--- src/tasc_pkg.sv ---
// ----------------------------------------------------------------------------
// tasc_pkg: shared types and constants of the two-axis servo controller
// widths of the command fields, reset values, op codes and register indexes
// ----------------------------------------------------------------------------
package tasc_pkg;

    // field widths
    localparam int PWM_W   = 12;
    localparam int GAIN_W  = 16;
    localparam int DZ_W    = 12;
    localparam int STEP_W  = 11;
    localparam int ERR_W   = 13;
    localparam int OP_W    = 2;
    localparam int CFG_A_W = 3;
    localparam int CFG_D_W = 16;

    // gain fraction bits and default position fraction bits
    localparam int GAIN_FRAC             = 12;
    localparam int DEFAULT_POS_FRAC_BITS = 8;

    // centre and reset positions, in pwm counts
    localparam int CENTER_PWM  = 1500;
    localparam int RESET_PWM_X = 1550;
    localparam int RESET_PWM_Y = 1500;

    // register reset values
    localparam logic signed [GAIN_W-1:0] RST_KP_YAW   = -16'sd205;
    localparam logic signed [GAIN_W-1:0] RST_KD_YAW   = -16'sd5939;
    localparam logic signed [GAIN_W-1:0] RST_KP_PITCH = 16'sd205;
    localparam logic signed [GAIN_W-1:0] RST_KD_PITCH = 16'sd5939;
    localparam logic [DZ_W-1:0]          RST_DEAD_ZONE = 12'd5;
    localparam logic [STEP_W-1:0]        RST_MAX_STEP  = 11'd45;
    localparam logic [PWM_W-1:0]         RST_PWM_UPPER = 12'd2500;
    localparam logic [PWM_W-1:0]         RST_PWM_LOWER = 12'd500;

    typedef enum logic [OP_W-1:0] {
        OP_PD_STEP   = 2'd0,
        OP_CENTRE    = 2'd1,
        OP_LOAD      = 2'd2,
        OP_CLEAR_ERR = 2'd3
    } op_t;

    typedef enum logic [CFG_A_W-1:0] {
        REG_KP_YAW    = 3'd0,
        REG_KD_YAW    = 3'd1,
        REG_KP_PITCH  = 3'd2,
        REG_KD_PITCH  = 3'd3,
        REG_DEAD_ZONE = 3'd4,
        REG_MAX_STEP  = 3'd5,
        REG_PWM_UPPER = 3'd6,
        REG_PWM_LOWER = 3'd7
    } cfg_index_t;

    typedef struct packed {
        logic signed [GAIN_W-1:0] kp_yaw;
        logic signed [GAIN_W-1:0] kd_yaw;
        logic signed [GAIN_W-1:0] kp_pitch;
        logic signed [GAIN_W-1:0] kd_pitch;
        logic [DZ_W-1:0]          dead_zone;
        logic [STEP_W-1:0]        max_step;
        logic [PWM_W-1:0]         pwm_upper;
        logic [PWM_W-1:0]         pwm_lower;
    } tasc_cfg_t;

endpackage

--- src/two_axis_servo_pd_slew_controller.sv ---
// ----------------------------------------------------------------------------
// two_axis_servo_pd_slew_controller: two-axis servo position controller
// incremental pd with dead zone and slew limit, centring, loading and clearing
// ----------------------------------------------------------------------------
//
// channel   direction  tdata                                  tuser
// s_axis    in         measured, target, load_pwm_x/y (48b)    op, axis (3b)
// m_axis    out        pwm_x, pwm_y (24b)                     -
// cfg       in         cfg_addr selects register, cfg_wdata   -
//
// one command beat per cycle while m_axis_tready keeps the result register
// emptying; a beat passes through the input register, then the result register
// axis state (positions, last errors) updates as a beat moves from the input
// register into the result register, so the next beat always sees it
// a held result stalls the input register only; the input side still takes a
// beat in the same cycle that the result register is emptied
// reset (aresetn low, synchronous) restores positions, errors and registers
// ----------------------------------------------------------------------------
module two_axis_servo_pd_slew_controller
    import tasc_pkg::*;
#(
    parameter int POS_FRAC_BITS = DEFAULT_POS_FRAC_BITS
) (
    input  logic               aclk,
    input  logic               aresetn,

    // command stream
    input  logic               s_axis_tvalid,
    output logic               s_axis_tready,
    // tdata: measured[11:0], target[23:12], load_pwm_x[35:24], load_pwm_y[47:36]
    input  logic [47:0]        s_axis_tdata,
    // tuser: op[1:0], axis[2]
    input  logic [2:0]         s_axis_tuser,

    // result stream
    output logic               m_axis_tvalid,
    input  logic               m_axis_tready,
    // tdata: pwm_x[11:0], pwm_y[23:12]
    output logic [23:0]        m_axis_tdata,

    // configuration writes
    input  logic               cfg_valid,
    output logic               cfg_ready,
    input  logic [CFG_A_W-1:0] cfg_addr,
    input  logic [CFG_D_W-1:0] cfg_wdata
);

    localparam int POS_W = PWM_W + POS_FRAC_BITS;
    localparam int IN_W  = 4 * PWM_W;
    localparam int USR_W = OP_W + 1;

    tasc_cfg_t cfg;

    // input register
    logic             in_valid_reg;
    logic [IN_W-1:0]  in_data_reg;
    logic [USR_W-1:0] in_user_reg;

    // result register
    logic             out_valid_reg;
    logic [23:0]      out_data_reg;

    // axis state
    logic [POS_W-1:0]        pos_x_reg,  pos_y_reg;
    logic [POS_W-1:0]        pos_x_next, pos_y_next;
    logic signed [ERR_W-1:0] prev_x_reg,  prev_y_reg;
    logic signed [ERR_W-1:0] prev_x_next, prev_y_next;

    logic advance;

    // unpacked command fields
    op_t              op;
    logic             axis;
    logic [PWM_W-1:0] measured, target, load_pwm_x, load_pwm_y;

    // pd unit inputs, steered by axis
    logic [POS_W-1:0]         pd_pos;
    logic signed [ERR_W-1:0]  pd_prev;
    logic signed [GAIN_W-1:0] pd_kp, pd_kd;
    logic [POS_W-1:0]         pd_pos_new;
    logic signed [ERR_W-1:0]  pd_err_new;

    logic [POS_W-1:0] ctr_x_new, ctr_y_new;

    assign cfg_ready = 1'b1;

    tasc_cfg_regs u_cfg (
        .aclk   (aclk),
        .aresetn(aresetn),
        .wr_en  (cfg_valid),
        .wr_addr(cfg_addr),
        .wr_data(cfg_wdata),
        .cfg    (cfg)
    );

    // the input register moves on when the result register is free or emptying
    assign advance       = in_valid_reg && (!out_valid_reg || m_axis_tready);
    assign s_axis_tready = !in_valid_reg || advance;

    always_ff @(posedge aclk) begin
        if (!aresetn) begin
            in_valid_reg <= 1'b0;
        end else if (s_axis_tready) begin
            in_valid_reg <= s_axis_tvalid;
        end
    end

    always_ff @(posedge aclk) begin
        if (s_axis_tready && s_axis_tvalid) begin
            in_data_reg <= s_axis_tdata;
            in_user_reg <= s_axis_tuser;
        end
    end

    assign op         = op_t'(in_user_reg[OP_W-1:0]);
    assign axis       = in_user_reg[OP_W];
    assign measured   = in_data_reg[PWM_W-1:0];
    assign target     = in_data_reg[2*PWM_W-1:PWM_W];
    assign load_pwm_x = in_data_reg[3*PWM_W-1:2*PWM_W];
    assign load_pwm_y = in_data_reg[4*PWM_W-1:3*PWM_W];

    // one pd unit shared by both axes
    assign pd_pos  = axis ? pos_y_reg    : pos_x_reg;
    assign pd_prev = axis ? prev_y_reg   : prev_x_reg;
    assign pd_kp   = axis ? cfg.kp_pitch : cfg.kp_yaw;
    assign pd_kd   = axis ? cfg.kd_pitch : cfg.kd_yaw;

    tasc_pd_unit #(
        .POS_FRAC_BITS(POS_FRAC_BITS)
    ) u_pd (
        .pos      (pd_pos),
        .prev_err (pd_prev),
        .kp       (pd_kp),
        .kd       (pd_kd),
        .measured (measured),
        .target   (target),
        .dead_zone(cfg.dead_zone),
        .max_step (cfg.max_step),
        .pwm_upper(cfg.pwm_upper),
        .pwm_lower(cfg.pwm_lower),
        .pos_new  (pd_pos_new),
        .err_new  (pd_err_new)
    );

    // centring runs on both axes at once
    tasc_centre_unit #(
        .POS_FRAC_BITS(POS_FRAC_BITS)
    ) u_centre_x (
        .pos      (pos_x_reg),
        .max_step (cfg.max_step),
        .pwm_upper(cfg.pwm_upper),
        .pwm_lower(cfg.pwm_lower),
        .pos_new  (ctr_x_new)
    );

    tasc_centre_unit #(
        .POS_FRAC_BITS(POS_FRAC_BITS)
    ) u_centre_y (
        .pos      (pos_y_reg),
        .max_step (cfg.max_step),
        .pwm_upper(cfg.pwm_upper),
        .pwm_lower(cfg.pwm_lower),
        .pos_new  (ctr_y_new)
    );

    // next axis state for the command in the input register
    always_comb begin
        pos_x_next  = pos_x_reg;
        pos_y_next  = pos_y_reg;
        prev_x_next = prev_x_reg;
        prev_y_next = prev_y_reg;
        case (op)
            OP_PD_STEP: begin
                if (axis) begin
                    pos_y_next  = pd_pos_new;
                    prev_y_next = pd_err_new;
                end else begin
                    pos_x_next  = pd_pos_new;
                    prev_x_next = pd_err_new;
                end
            end
            OP_CENTRE: begin
                pos_x_next  = ctr_x_new;
                pos_y_next  = ctr_y_new;
                prev_x_next = '0;
                prev_y_next = '0;
            end
            OP_LOAD: begin
                // loaded as is, no clamp to the limits
                pos_x_next = POS_W'(load_pwm_x) << POS_FRAC_BITS;
                pos_y_next = POS_W'(load_pwm_y) << POS_FRAC_BITS;
            end
            OP_CLEAR_ERR: begin
                prev_x_next = '0;
                prev_y_next = '0;
            end
            default: begin
                pos_x_next = pos_x_reg;
            end
        endcase
    end

    always_ff @(posedge aclk) begin
        if (!aresetn) begin
            pos_x_reg  <= POS_W'(RESET_PWM_X) << POS_FRAC_BITS;
            pos_y_reg  <= POS_W'(RESET_PWM_Y) << POS_FRAC_BITS;
            prev_x_reg <= '0;
            prev_y_reg <= '0;
        end else if (advance) begin
            pos_x_reg  <= pos_x_next;
            pos_y_reg  <= pos_y_next;
            prev_x_reg <= prev_x_next;
            prev_y_reg <= prev_y_next;
        end
    end

    // result register: integer parts of the updated positions
    always_ff @(posedge aclk) begin
        if (!aresetn) begin
            out_valid_reg <= 1'b0;
        end else if (advance) begin
            out_valid_reg <= 1'b1;
        end else if (m_axis_tready) begin
            out_valid_reg <= 1'b0;
        end
    end

    always_ff @(posedge aclk) begin
        if (advance) begin
            out_data_reg <= {pos_y_next[POS_W-1:POS_FRAC_BITS],
                             pos_x_next[POS_W-1:POS_FRAC_BITS]};
        end
    end

    assign m_axis_tvalid = out_valid_reg;
    assign m_axis_tdata  = out_data_reg;

endmodule

--- src/tasc_cfg_regs.sv ---
// ----------------------------------------------------------------------------
// tasc_cfg_regs: configuration register file
// gains, dead zone, step limit and pwm limits, written one register per beat
// ----------------------------------------------------------------------------
module tasc_cfg_regs
    import tasc_pkg::*;
(
    input  logic               aclk,
    input  logic               aresetn,
    input  logic               wr_en,
    input  logic [CFG_A_W-1:0] wr_addr,
    input  logic [CFG_D_W-1:0] wr_data,
    output tasc_cfg_t          cfg
);

    tasc_cfg_t cfg_reg;
    tasc_cfg_t cfg_next;

    always_comb begin
        cfg_next = cfg_reg;
        if (wr_en) begin
            case (cfg_index_t'(wr_addr))
                REG_KP_YAW:    cfg_next.kp_yaw    = $signed(wr_data);
                REG_KD_YAW:    cfg_next.kd_yaw    = $signed(wr_data);
                REG_KP_PITCH:  cfg_next.kp_pitch  = $signed(wr_data);
                REG_KD_PITCH:  cfg_next.kd_pitch  = $signed(wr_data);
                REG_DEAD_ZONE: cfg_next.dead_zone = wr_data[DZ_W-1:0];
                REG_MAX_STEP:  cfg_next.max_step  = wr_data[STEP_W-1:0];
                REG_PWM_UPPER: cfg_next.pwm_upper = wr_data[PWM_W-1:0];
                REG_PWM_LOWER: cfg_next.pwm_lower = wr_data[PWM_W-1:0];
                default:       cfg_next = cfg_reg;
            endcase
        end
    end

    always_ff @(posedge aclk) begin
        if (!aresetn) begin
            cfg_reg.kp_yaw    <= RST_KP_YAW;
            cfg_reg.kd_yaw    <= RST_KD_YAW;
            cfg_reg.kp_pitch  <= RST_KP_PITCH;
            cfg_reg.kd_pitch  <= RST_KD_PITCH;
            cfg_reg.dead_zone <= RST_DEAD_ZONE;
            cfg_reg.max_step  <= RST_MAX_STEP;
            cfg_reg.pwm_upper <= RST_PWM_UPPER;
            cfg_reg.pwm_lower <= RST_PWM_LOWER;
        end else begin
            cfg_reg <= cfg_next;
        end
    end

    assign cfg = cfg_reg;

endmodule

--- src/tasc_limit_clamp.sv ---
// ----------------------------------------------------------------------------
// tasc_limit_clamp: clamp a position to the pwm limits
// upper limit first, then lower, so inverted limits settle on the lower one
// ----------------------------------------------------------------------------
module tasc_limit_clamp
    import tasc_pkg::*;
#(
    parameter int POS_FRAC_BITS = DEFAULT_POS_FRAC_BITS
) (
    input  logic signed [PWM_W+POS_FRAC_BITS+1:0] pos_in,
    input  logic [PWM_W-1:0]                      pwm_upper,
    input  logic [PWM_W-1:0]                      pwm_lower,
    output logic [PWM_W+POS_FRAC_BITS-1:0]        pos_out
);

    localparam int POS_W = PWM_W + POS_FRAC_BITS;
    localparam int P_W   = POS_W + 2;

    logic signed [P_W-1:0] upper_pos;
    logic signed [P_W-1:0] lower_pos;
    logic signed [P_W-1:0] after_upper;
    logic signed [P_W-1:0] after_lower;

    assign upper_pos = $signed(P_W'(pwm_upper) << POS_FRAC_BITS);
    assign lower_pos = $signed(P_W'(pwm_lower) << POS_FRAC_BITS);

    assign after_upper = (pos_in > upper_pos) ? upper_pos : pos_in;
    assign after_lower = (after_upper < lower_pos) ? lower_pos : after_upper;

    // the result always lies inside the unsigned position range
    assign pos_out = after_lower[POS_W-1:0];

endmodule

--- src/tasc_pd_unit.sv ---
// ----------------------------------------------------------------------------
// tasc_pd_unit: one incremental pd step on the selected axis
// dead zone, kp*e + kd*(e - prev), rounding to position format, pwm clamp after the step limit
// ----------------------------------------------------------------------------
module tasc_pd_unit
    import tasc_pkg::*;
#(
    parameter int POS_FRAC_BITS = DEFAULT_POS_FRAC_BITS
) (
    input  logic [PWM_W+POS_FRAC_BITS-1:0]  pos,
    input  logic signed [ERR_W-1:0]         prev_err,
    input  logic signed [GAIN_W-1:0]        kp,
    input  logic signed [GAIN_W-1:0]        kd,
    input  logic [PWM_W-1:0]                measured,
    input  logic [PWM_W-1:0]                target,
    input  logic [DZ_W-1:0]                 dead_zone,
    input  logic [STEP_W-1:0]               max_step,
    input  logic [PWM_W-1:0]                pwm_upper,
    input  logic [PWM_W-1:0]                pwm_lower,
    output logic [PWM_W+POS_FRAC_BITS-1:0]  pos_new,
    output logic signed [ERR_W-1:0]         err_new
);

    localparam int POS_W  = PWM_W + POS_FRAC_BITS;
    localparam int P_W    = POS_W + 2;
    localparam int D_W    = STEP_W + POS_FRAC_BITS + 1;
    localparam int DERR_W = ERR_W + 1;
    localparam int PT_W   = GAIN_W + ERR_W;
    localparam int DT_W   = GAIN_W + DERR_W;
    localparam int SUM_W  = DT_W + 1;
    localparam int SH     = GAIN_FRAC - POS_FRAC_BITS;
    localparam int HALF   = (SH > 0) ? (1 << (SH - 1)) : 0;

    logic signed [ERR_W-1:0]  err_raw;
    logic signed [ERR_W:0]    err_wide;
    logic signed [ERR_W:0]    dz_s;
    logic                     in_dz;
    logic signed [ERR_W-1:0]  err;
    logic signed [DERR_W-1:0] derr;
    logic signed [PT_W-1:0]   p_term;
    logic signed [DT_W-1:0]   d_term;
    logic signed [SUM_W-1:0]  sum;
    logic signed [SUM_W-1:0]  shifted;
    logic [D_W-1:0]           lim;
    logic signed [SUM_W-1:0]  lim_s;
    logic signed [D_W-1:0]    delta;
    logic signed [P_W-1:0]    pos_sum;

    // error and dead zone
    assign err_raw  = $signed({1'b0, target}) - $signed({1'b0, measured});
    assign err_wide = {err_raw[ERR_W-1], err_raw};
    assign dz_s     = $signed((ERR_W+1)'(dead_zone));
    assign in_dz    = (err_wide > -dz_s) && (err_wide < dz_s);
    assign err      = in_dz ? '0 : err_raw;
    assign err_new  = err;

    // pd sum, exact in gain format
    assign derr   = DERR_W'(err) - DERR_W'(prev_err);
    assign p_term = kp * err;
    assign d_term = kd * derr;
    assign sum    = SUM_W'(p_term) + SUM_W'(d_term) + SUM_W'(HALF);

    // round half up into position format
    assign shifted = sum >>> SH;

    // step limit
    assign lim   = D_W'(max_step) << POS_FRAC_BITS;
    assign lim_s = $signed(SUM_W'(lim));

    always_comb begin
        if (shifted > lim_s) begin
            delta = $signed(lim);
        end else if (shifted < -lim_s) begin
            delta = -$signed(lim);
        end else begin
            delta = shifted[D_W-1:0];
        end
    end

    assign pos_sum = $signed(P_W'(pos)) + P_W'(delta);

    tasc_limit_clamp #(
        .POS_FRAC_BITS(POS_FRAC_BITS)
    ) u_clamp (
        .pos_in   (pos_sum),
        .pwm_upper(pwm_upper),
        .pwm_lower(pwm_lower),
        .pos_out  (pos_new)
    );

endmodule

--- src/tasc_centre_unit.sv ---
// ----------------------------------------------------------------------------
// tasc_centre_unit: slew one axis toward the centre position
// step limited move, snap to centre within one count, then pwm limits
// ----------------------------------------------------------------------------
module tasc_centre_unit
    import tasc_pkg::*;
#(
    parameter int POS_FRAC_BITS = DEFAULT_POS_FRAC_BITS
) (
    input  logic [PWM_W+POS_FRAC_BITS-1:0]  pos,
    input  logic [STEP_W-1:0]               max_step,
    input  logic [PWM_W-1:0]                pwm_upper,
    input  logic [PWM_W-1:0]                pwm_lower,
    output logic [PWM_W+POS_FRAC_BITS-1:0]  pos_new
);

    localparam int POS_W = PWM_W + POS_FRAC_BITS;
    localparam int C_W   = POS_W + 1;
    localparam int P_W   = POS_W + 2;
    localparam int D_W   = STEP_W + POS_FRAC_BITS + 1;

    logic signed [C_W-1:0] centre;
    logic signed [C_W-1:0] diff;
    logic [D_W-1:0]        lim;
    logic signed [C_W-1:0] lim_s;
    logic signed [D_W-1:0] delta;
    logic signed [D_W-1:0] one_s;
    logic                  near;
    logic signed [P_W-1:0] pos_sum;

    assign centre = $signed(C_W'(CENTER_PWM) << POS_FRAC_BITS);
    assign diff   = centre - $signed(C_W'(pos));

    assign lim   = D_W'(max_step) << POS_FRAC_BITS;
    assign lim_s = $signed(C_W'(lim));

    always_comb begin
        if (diff > lim_s) begin
            delta = $signed(lim);
        end else if (diff < -lim_s) begin
            delta = -$signed(lim);
        end else begin
            delta = diff[D_W-1:0];
        end
    end

    // step-limited move under one count: go straight to the centre
    assign one_s   = $signed(D_W'(1) << POS_FRAC_BITS);
    assign near    = (delta > -one_s) && (delta < one_s);
    assign pos_sum = near ? P_W'(centre) : ($signed(P_W'(pos)) + P_W'(delta));

    tasc_limit_clamp #(
        .POS_FRAC_BITS(POS_FRAC_BITS)
    ) u_clamp (
        .pos_in   (pos_sum),
        .pwm_upper(pwm_upper),
        .pwm_lower(pwm_lower),
        .pos_out  (pos_new)
    );

endmodule
--- config.mk ---
export PLATFORM = sky130hd
export DESIGN_NAME = two_axis_servo_pd_slew_controller
export DESIGN_NICKNAME = d
export VERILOG_FILES = /design/src/tasc_pkg.sv /design/src/two_axis_servo_pd_slew_controller.sv /design/src/tasc_cfg_regs.sv /design/src/tasc_limit_clamp.sv /design/src/tasc_pd_unit.sv /design/src/tasc_centre_unit.sv
export SDC_FILE = /design/constraint.sdc
export NUM_CORES = 2
export LEC_CHECK = 0
export BUFFER_PORTS_ARGS = -buffer_cell sky130_fd_sc_hd__buf_2
export CAP_MARGIN = 40
export CORE_MARGIN = 5
export CORE_UTILIZATION = 55
export DETAILED_ROUTE_END_ITERATION = 10
export PLACE_DENSITY = 0.84
export REMOVE_ABC_BUFFERS = 1
export SYNTH_ARGS = -nofsm -noshare
export SYNTH_HDL_FRONTEND = slang
export SYNTH_HIERARCHICAL = 1
export SYNTH_SLANG_ARGS = --single-unit
--- constraint.sdc ---
create_clock -name aclk -period 21.3 [get_ports aclk]
set_input_delay 4.26 -clock aclk [delete_from_list [all_inputs] [get_ports aclk]]
set_output_delay 4.26 -clock aclk [all_outputs]
set_load 0.01 [all_outputs]
== Word level (Yosys, flattened, before mapping) ==
Cells that the tools add are included.

* Add/subtract/negate cells: 13
* $lt $le $gt $ge: 18
* Reduce and logical (&&, ||, !) cells: 27
* Multipliers: 2
* Eq/ne operators: 12
* Divide/modulo/power cells: 0
* Mux-type cells: 29
* Bitwise gates (word level): 0
* Shift operators: 0

{| class="wikitable"
|+ Operators by type and width
! operator !! count
|-
| $mux 20 || 12
|-
| $pmux 20 s3 || 2
|-
| $mux 22 || 5
|-
| $add 21x20->22 || 3
|-
| $gt 22x21->1 || 3
|-
| $lt 22x21->1 || 3
|-
| $mux 13 || 4
|-
| $pmux 13 s2 || 2
|-
| $gt 21x20->1 || 2
|-
| $lt 21x21->1 || 2
|-
| $sub 19x20->21 const A || 2
|-
| $gt 20x9->1 const B || 2
|-
| $lt 20x10->1 const B || 2
|-
| $mux 16 || 2
|-
| $add 29x30->31 || 1
|-
| $add 31x5->31 const B || 1
|-
| $lt 27x31->1 || 1
|-
| $neg 19->31 || 1
|-
| $mul 16x14->30 || 1
|-
| $mul 16x13->29 || 1
|-
| $gt 27x20->1 || 1
|-
| $neg 19->21 || 1
|-
| $neg 19->20 || 1
|-
| $reduce_and 2->1 || 8
|-
| 21 further kinds || 38
|}

* Memories kept: 0
* Memory bits (writable): 0
* ROM bits: 0
* Output and inout port bits: 27
* Input bits: 75
* Bits in registers: 254
* Latch bits: 0

== Longest topological paths before layout ==
* Word-level depth: 18
* Mapped depth: 110

== Modules after synthesis ==
Netlist, hierarchy kept.

{| class="wikitable"
|+ Modules (own cells, without submodules)
! module !! cells an instance !! times used !! area each (µm²) !! seq. area each (µm²)
|-
| tasc_pd_unit || 2508 || 1 || 21127.8 || 0.0
|-
| two_axis_servo_pd_slew_controller || 555 || 1 || 6643.9 || 3613.5
|-
| tasc_centre_unit || 422 || 2 || 2884.0 || 0.0
|-
| tasc_cfg_regs || 407 || 1 || 4316.6 || 2222.1
|-
| tasc_limit_clamp || 134 || 3 || 1122.3 || 0.0
|}

== Least setup slack after synthesis ==
No wires, ideal clock.

* Kind: reg2reg
* Start point: register in_data_reg[0]
* End point: register out_data_reg[2], in the netlist m_axis_tdata[2] (data pin)
* Period minus slack after synthesis: 21949 ps
* Library setup time: 254 ps
* Setup slack: -649 ps
* Arrival: 21695 ps
* Stages on the path, launching flop included: 105
* Path buffers: 7
* Cells stage by stage: edfxtp_1 > ha_1 > fa_1 > nand2b_1 > a21boi_0 > o21ai_0 > a21oi_1 > o31a_1 > o41a_1 > inv_1 > ha_1 > and4_1 > nand2_1 > or3_1 > o31a_1 > o31a_1 > o22ai_1 > clkbuf_1 > (+69 left out) > ha_1 > nand4_1 > nor4_2 > a41o_2 > a21o_1 > buf_6 > mux2_4 > ha_1 > a2111oi_2 > o21a_1 > o21ai_2 > a2111oi_2 > a211oi_2 > buf_6 > mux2_4 > nor4b_1 > a211o_1 > a21o_1

* Cells in the longest elaborated chain, start to end: 18
* Elaborated cells between the ends (all ways): 21
* Those cells by class: add/sub (5); mul (2); order compare (6); mux (7); reduce/logical (1)

{| class="wikitable"
|+ Ends and longest elaborated chain
! what !! RTL line !! text
|-
| start: declaration || two_axis_servo_pd_slew_controller.sv:56 || <nowiki>logic [IN_W-1:0] in_data_reg;</nowiki>
|-
| start signal: assignment || two_axis_servo_pd_slew_controller.sv:110 || <nowiki>in_data_reg <= s_axis_tdata;</nowiki>
|-
| $sub 12x12->13 * || tasc_pd_unit.sv:50 || <nowiki>assign err_raw = $signed({1'b0, target}) - $signed({1'b0, measured});</nowiki>
|-
| $gt 13x14->1 / $lt 13x13->1 (equally long branches) || tasc_pd_unit.sv:53 || <nowiki>assign in_dz = (err_wide > -dz_s) && (err_wide < dz_s);</nowiki>
|-
| $logic_and 1x1->1 || tasc_pd_unit.sv:53 ||
|-
| $mux 13 * || tasc_pd_unit.sv:54 || <nowiki>assign err = in_dz ? '0 : err_raw;</nowiki>
|-
| named net pd_err_new[2] || two_axis_servo_pd_slew_controller.sv:81 || <nowiki>logic signed [ERR_W-1:0] pd_err_new;</nowiki>
|-
| $sub 13x13->14 || tasc_pd_unit.sv:58 || <nowiki>assign derr = DERR_W'(err) - DERR_W'(prev_err);</nowiki>
|-
| $mul 16x14->30 || tasc_pd_unit.sv:60 || <nowiki>assign d_term = kd * derr;</nowiki>
|-
| $add 29x30->31 * || tasc_pd_unit.sv:61 || <nowiki>assign sum = SUM_W'(p_term) + SUM_W'(d_term) + SUM_W'(HALF);</nowiki>
|-
| (+5 left out) || -- ||
|-
| named net u_pd.pos_sum[19] || tasc_pd_unit.sv:47 || <nowiki>logic signed [P_W-1:0] pos_sum;</nowiki>
|-
| $gt 22x21->1 || tasc_limit_clamp.sv:27 || <nowiki>assign after_upper = (pos_in > upper_pos) ? upper_pos : pos_in;</nowiki>
|-
| $mux 22 * || tasc_limit_clamp.sv:27 ||
|-
| $lt 22x21->1 || tasc_limit_clamp.sv:28 || <nowiki>assign after_lower = (after_upper < lower_pos) ? lower_pos : after_upper;</nowiki>
|-
| $mux 20 * || tasc_limit_clamp.sv:28 ||
|-
| named net pd_pos_new[10] || two_axis_servo_pd_slew_controller.sv:80 || <nowiki>logic [POS_W-1:0] pd_pos_new;</nowiki>
|-
| $mux 20 * || two_axis_servo_pd_slew_controller.sv:174 || <nowiki>if (axis) begin</nowiki>
|-
| $pmux 20 s3 * || two_axis_servo_pd_slew_controller.sv:172 || <nowiki>case (op)</nowiki>
|-
| named net pos_x_next[10] || two_axis_servo_pd_slew_controller.sv:65 || <nowiki>logic [POS_W-1:0] pos_x_next, pos_y_next;</nowiki>
|-
| end signal: assignment || two_axis_servo_pd_slew_controller.sv:230 || <nowiki>out_data_reg <= {pos_y_next[POS_W-1:POS_FRAC_BITS],</nowiki>
|-
| end: declaration || two_axis_servo_pd_slew_controller.sv:61 || <nowiki>logic [23:0] out_data_reg;</nowiki>
|}

The timed path passes the listed nets; every way through them passes the cells marked *. The select of a mux whose other input is x is not followed.
A chain may end at the register's enable or synchronous reset.

== Final worst setup path ==
* Start point: register in_data_reg[12]
* End point: register out_data_reg[3], in the netlist m_axis_tdata[3] (data pin)

Same word-level chain as after synthesis.

==> results by group <==
Finish
  – Largest register FFs: 111
  – Layout area overhead: 11.1%
  – Filler Cells Inserted: 5858
  – Share of post-route cells with drive strength above 1: 0.155
  – Fin cells: 5885
  – Most frequent cells in the layout: inv_1 (774), nand2_1 (544), fa_1 (475), ha_1 (347), buf_4 (227)
  – Ant diodes: 0
  – Commonest non-fill, non-tap cell in the layout: inv_1
  – NumNets Final: 5835
  – Area occupied by multi-input gates: 0.0325 mm^2
  – Register area: 0.00584 mm^2

Critical path
  – Startpoint types: flip-flop
  – Reg-to-Reg Start: in_data_reg[12]$_DFFE_PP_
  – R2R depth: 104
  – Flop-to-flop setup slack: 230 ps
  – Setup crit end kind: flip-flop
  – Most used cell, CP: a21o_1
  – Worst reg2reg endpoint: m_axis_tdata[3]$_DFFE_PP_
  – Crit path DAT: 21360 ps
  – Critical path's slowest cell: fa_1
  – CP peak stage delay: 550 ps
  – CP Max Fanout: 7
  – CP required: 21600 ps
  – Setup Crit Path Kind: flip-flop to flip-flop

Route
  – Vias per inst: 6.03
  – Antenna-violating nets left: 0
  – Drt initial violations: 3191
  – WL/cell: 21.5 um
  – TritonRoute pass-1 iters: 6
  – Post-Route WL: 127000 um
  – Total number of vias: 35500
  – Final routed DRC violation total: 0

Floorplan
  – I/O pins: 102
  – Die Y: 284 um
  – Num rows: 100
  – Die area: 0.0805 mm^2
  – Area of the core: 0.0744 mm^2
  – Initial Util: 0.554
  – Die width: 284 um

Logic synthesis
  – Post-synth ARST share: 0
  – Post-synth EDFFs: 75
  – Ys Warns: 6
  – Syn avg cell area: 8.74 um^2
  – Netlist cell types: 101
  – Sequential share of the synthesized area: 0.142
  – Post-synthesis cell area: 0.0412 mm^2
  – Dominant synthesized flop cell: dfxtp_1
  – Mapped Cells: 4716
  – Number of synthesized register bits: 254

Global routing
  – Grt total ovfl: 0
  – Largest net degree at the start of global routing: 109
  – First-pass GRT wire length: 194000 um
  – Vias in the first global route: 36000
  – Gr usage total: 0.296
  – Initial antenna violation count: 4

Min path
  – Hold Path Sink: u_cfg/cfg[83]$_SDFFE_PN0P_
  – Hold path cells: 2
  – Worst Hold Launch: u_cfg/cfg[83]$_SDFFE_PN0P_
  – Hold Path Class: flip-flop to flip-flop

CTS
  – CTS tree: done
  – CTS Buffer Depth: 3
  – CTS H-tree depth: 1
  – CTS buffer count: 24
  – CTS Hold Bufs: 0
  – Clock Sinks: 254
  – Root Buffer: clkbuf_16
  – Skew-Pair Late Insertion Delay: 570 ps
  – Clk slew on worst S/H paths: 70 ps

Placed design
  – PortBufs: 100
  – Cells after DPL: 5790
  – HPWL Detailed: 98800 um
  – GP Congestion: 1.02

Run
  – Total of max-cap violations: 0

STA
  – Final hold violations: 0
  – Max Clk Rate: 47.5 MHz
  – Worst slew margin: 0.441
  – Clock Skews: 34.7 ps
  – Min Tclk post-route: 21070 ps
  – Worst slew pin tran: 838 ps
  – Final period utilization: 0.989
  – Setup Viol. Count Final: 0
  – RSZ-0062 raised after global routing: yes
  – Final Max Tran Viols: 0

Outcome
  – Status: completed
[layout make-up]
class,instances,area share
Clock inverter,9,0.00191
Sequential cell,254,0.127
Inverter,790,0.0647
Multi-Input combinational cell,3480,0.709
Timing Repair Buffer,349,0.0550
Tap cell,969,0.0265
Clock buffer,34,0.0160
[synthesized netlist by cell type, types with 13 or more instances]
library cell / count / share of area
inv_1: 789 / 0.072
nand2_1: 550 / 0.050
fa_1: 486 / 0.24
ha_1: 375 / 0.11
nor2_1: 211 / 0.019
dfxtp_1: 179 / 0.087
nor2b_1: 170 / 0.026
mux2i_1: 163 / 0.040
a21oi_1: 143 / 0.017
clkbuf_1: 125 / 0.011
xnor2_1: 117 / 0.025
and2_1: 115 / 0.017
a21o_1: 102 / 0.019
o21ai_0: 101 / 0.012
nand3_1: 80 / 0.0097
edfxtp_1: 75 / 0.055
mux2_2: 73 / 0.020
mux2_4: 63 / 0.023
nand2b_1: 57 / 0.0087
nor3_1: 57 / 0.0069
xor2_1: 44 / 0.0093
and3_1: 40 / 0.0061
buf_2: 38 / 0.0046
nand4_1: 33 / 0.0050
o21a_1: 32 / 0.0058
nand3b_1: 30 / 0.0055
a22oi_1: 28 / 0.0051
nor4_1: 28 / 0.0042
a31oi_1: 24 / 0.0036
a211oi_1: 23 / 0.0042
o21bai_1: 23 / 0.0042
a22o_1: 19 / 0.0040
or3_1: 19 / 0.0029
o22ai_1: 18 / 0.0027
or2_2: 17 / 0.0026
buf_6: 15 / 0.0041
o2111ai_1: 13 / 0.0028
o211ai_1: 13 / 0.0024
[logic make-up (layout without fill, tap and decap cells)]
| group | count (synthesis) | after routing | share of synthesized area |
|---|---|---|---|
| flip-flops | 254 | 254 | 0.142 |
| buffers and inverters | 982 | 1182 | 0.0948 |
| multiplexers | 301 | 301 | 0.0830 |
| adder cells (fa/ha/maj) | 862 | 862 | 0.350 |
| other | 1 | 1 | 0.0000910 |
| AO/OA/AOI/OAI | 673 | 673 | 0.115 |
| AND/OR/NAND/NOR | 1482 | 1482 | 0.181 |
| XOR/XNOR | 161 | 161 | 0.0342 |
[metal layers]
layer  vias to the layer above  wire (um)  track usage
met2                      1845      59500        0.490
met5                         -         47            0
met3                       498      11200       0.0590
met1                     17200      48000        0.370
met4                         6       7930        0.151
li1                      15900          -            -
[metrics by stage]
step	area [um^2]	TNS [ps]	hold WS (ps)	utilization	worst slack [ps]
2_1_floorplan	40300	-67810	431	-	-1530
3_3_place_gp	43500	-597	439	0.584	-67.6
3_5_place_dp	43600	-34570	446	0.585	-775
4_1_cts	44500	0	455	0.598	2.18
5_1_grt	45800	-20510	475	0.615	-544
6_report	45800	0	455	0.615	232
[worst max path at each step]
stage | start | to | slack, ps | cells past startpoint
detailed placement | in_data_reg[0]$_DFFE_PP_ | m_axis_tdata[3]$_DFFE_PP_ | -770 | 101
CTS | in_data_reg[0]$_DFFE_PP_ | m_axis_tdata[10]$_DFFE_PP_ | 2 | 99
floorplan | in_data_reg[0]$_DFFE_PP_ | m_axis_tdata[10]$_DFFE_PP_ | -1530 | 97
finish | in_data_reg[12]$_DFFE_PP_ | m_axis_tdata[3]$_DFFE_PP_ | 230 | 104
global placement | in_data_reg[0]$_DFFE_PP_ | pos_x_reg[10]$_SDFFE_PN1P_ | -70 | 101
global route | in_data_reg[12]$_DFFE_PP_ | m_axis_tdata[3]$_DFFE_PP_ | -540 | 104
[repair_timing]
item / 4_1_cts / 5_1_grt
endpoints found under the setup margin: 64 / 64
gates resized for setup: 17 / 224
cloned: 0 / 3
pin swaps: 8 / 184
buffers inserted: 6 / 43
[worst max-delay path: cells and delay by family, from the launching register on]
family                     cells  cell delay (ps)
AOI/OAI and AO/OA             45             8440
DFF                            1              390
muxes                          3             1000
and+or+nand+nor               22             3090
buffers and inverters         15             1810
xor gates and xnor gates       2              330
adders and majority gates     17             5750
Power is left out: the tool's default activity adds up to more than one toggle a clock period on the data nets, which glitch-free logic cannot reach.
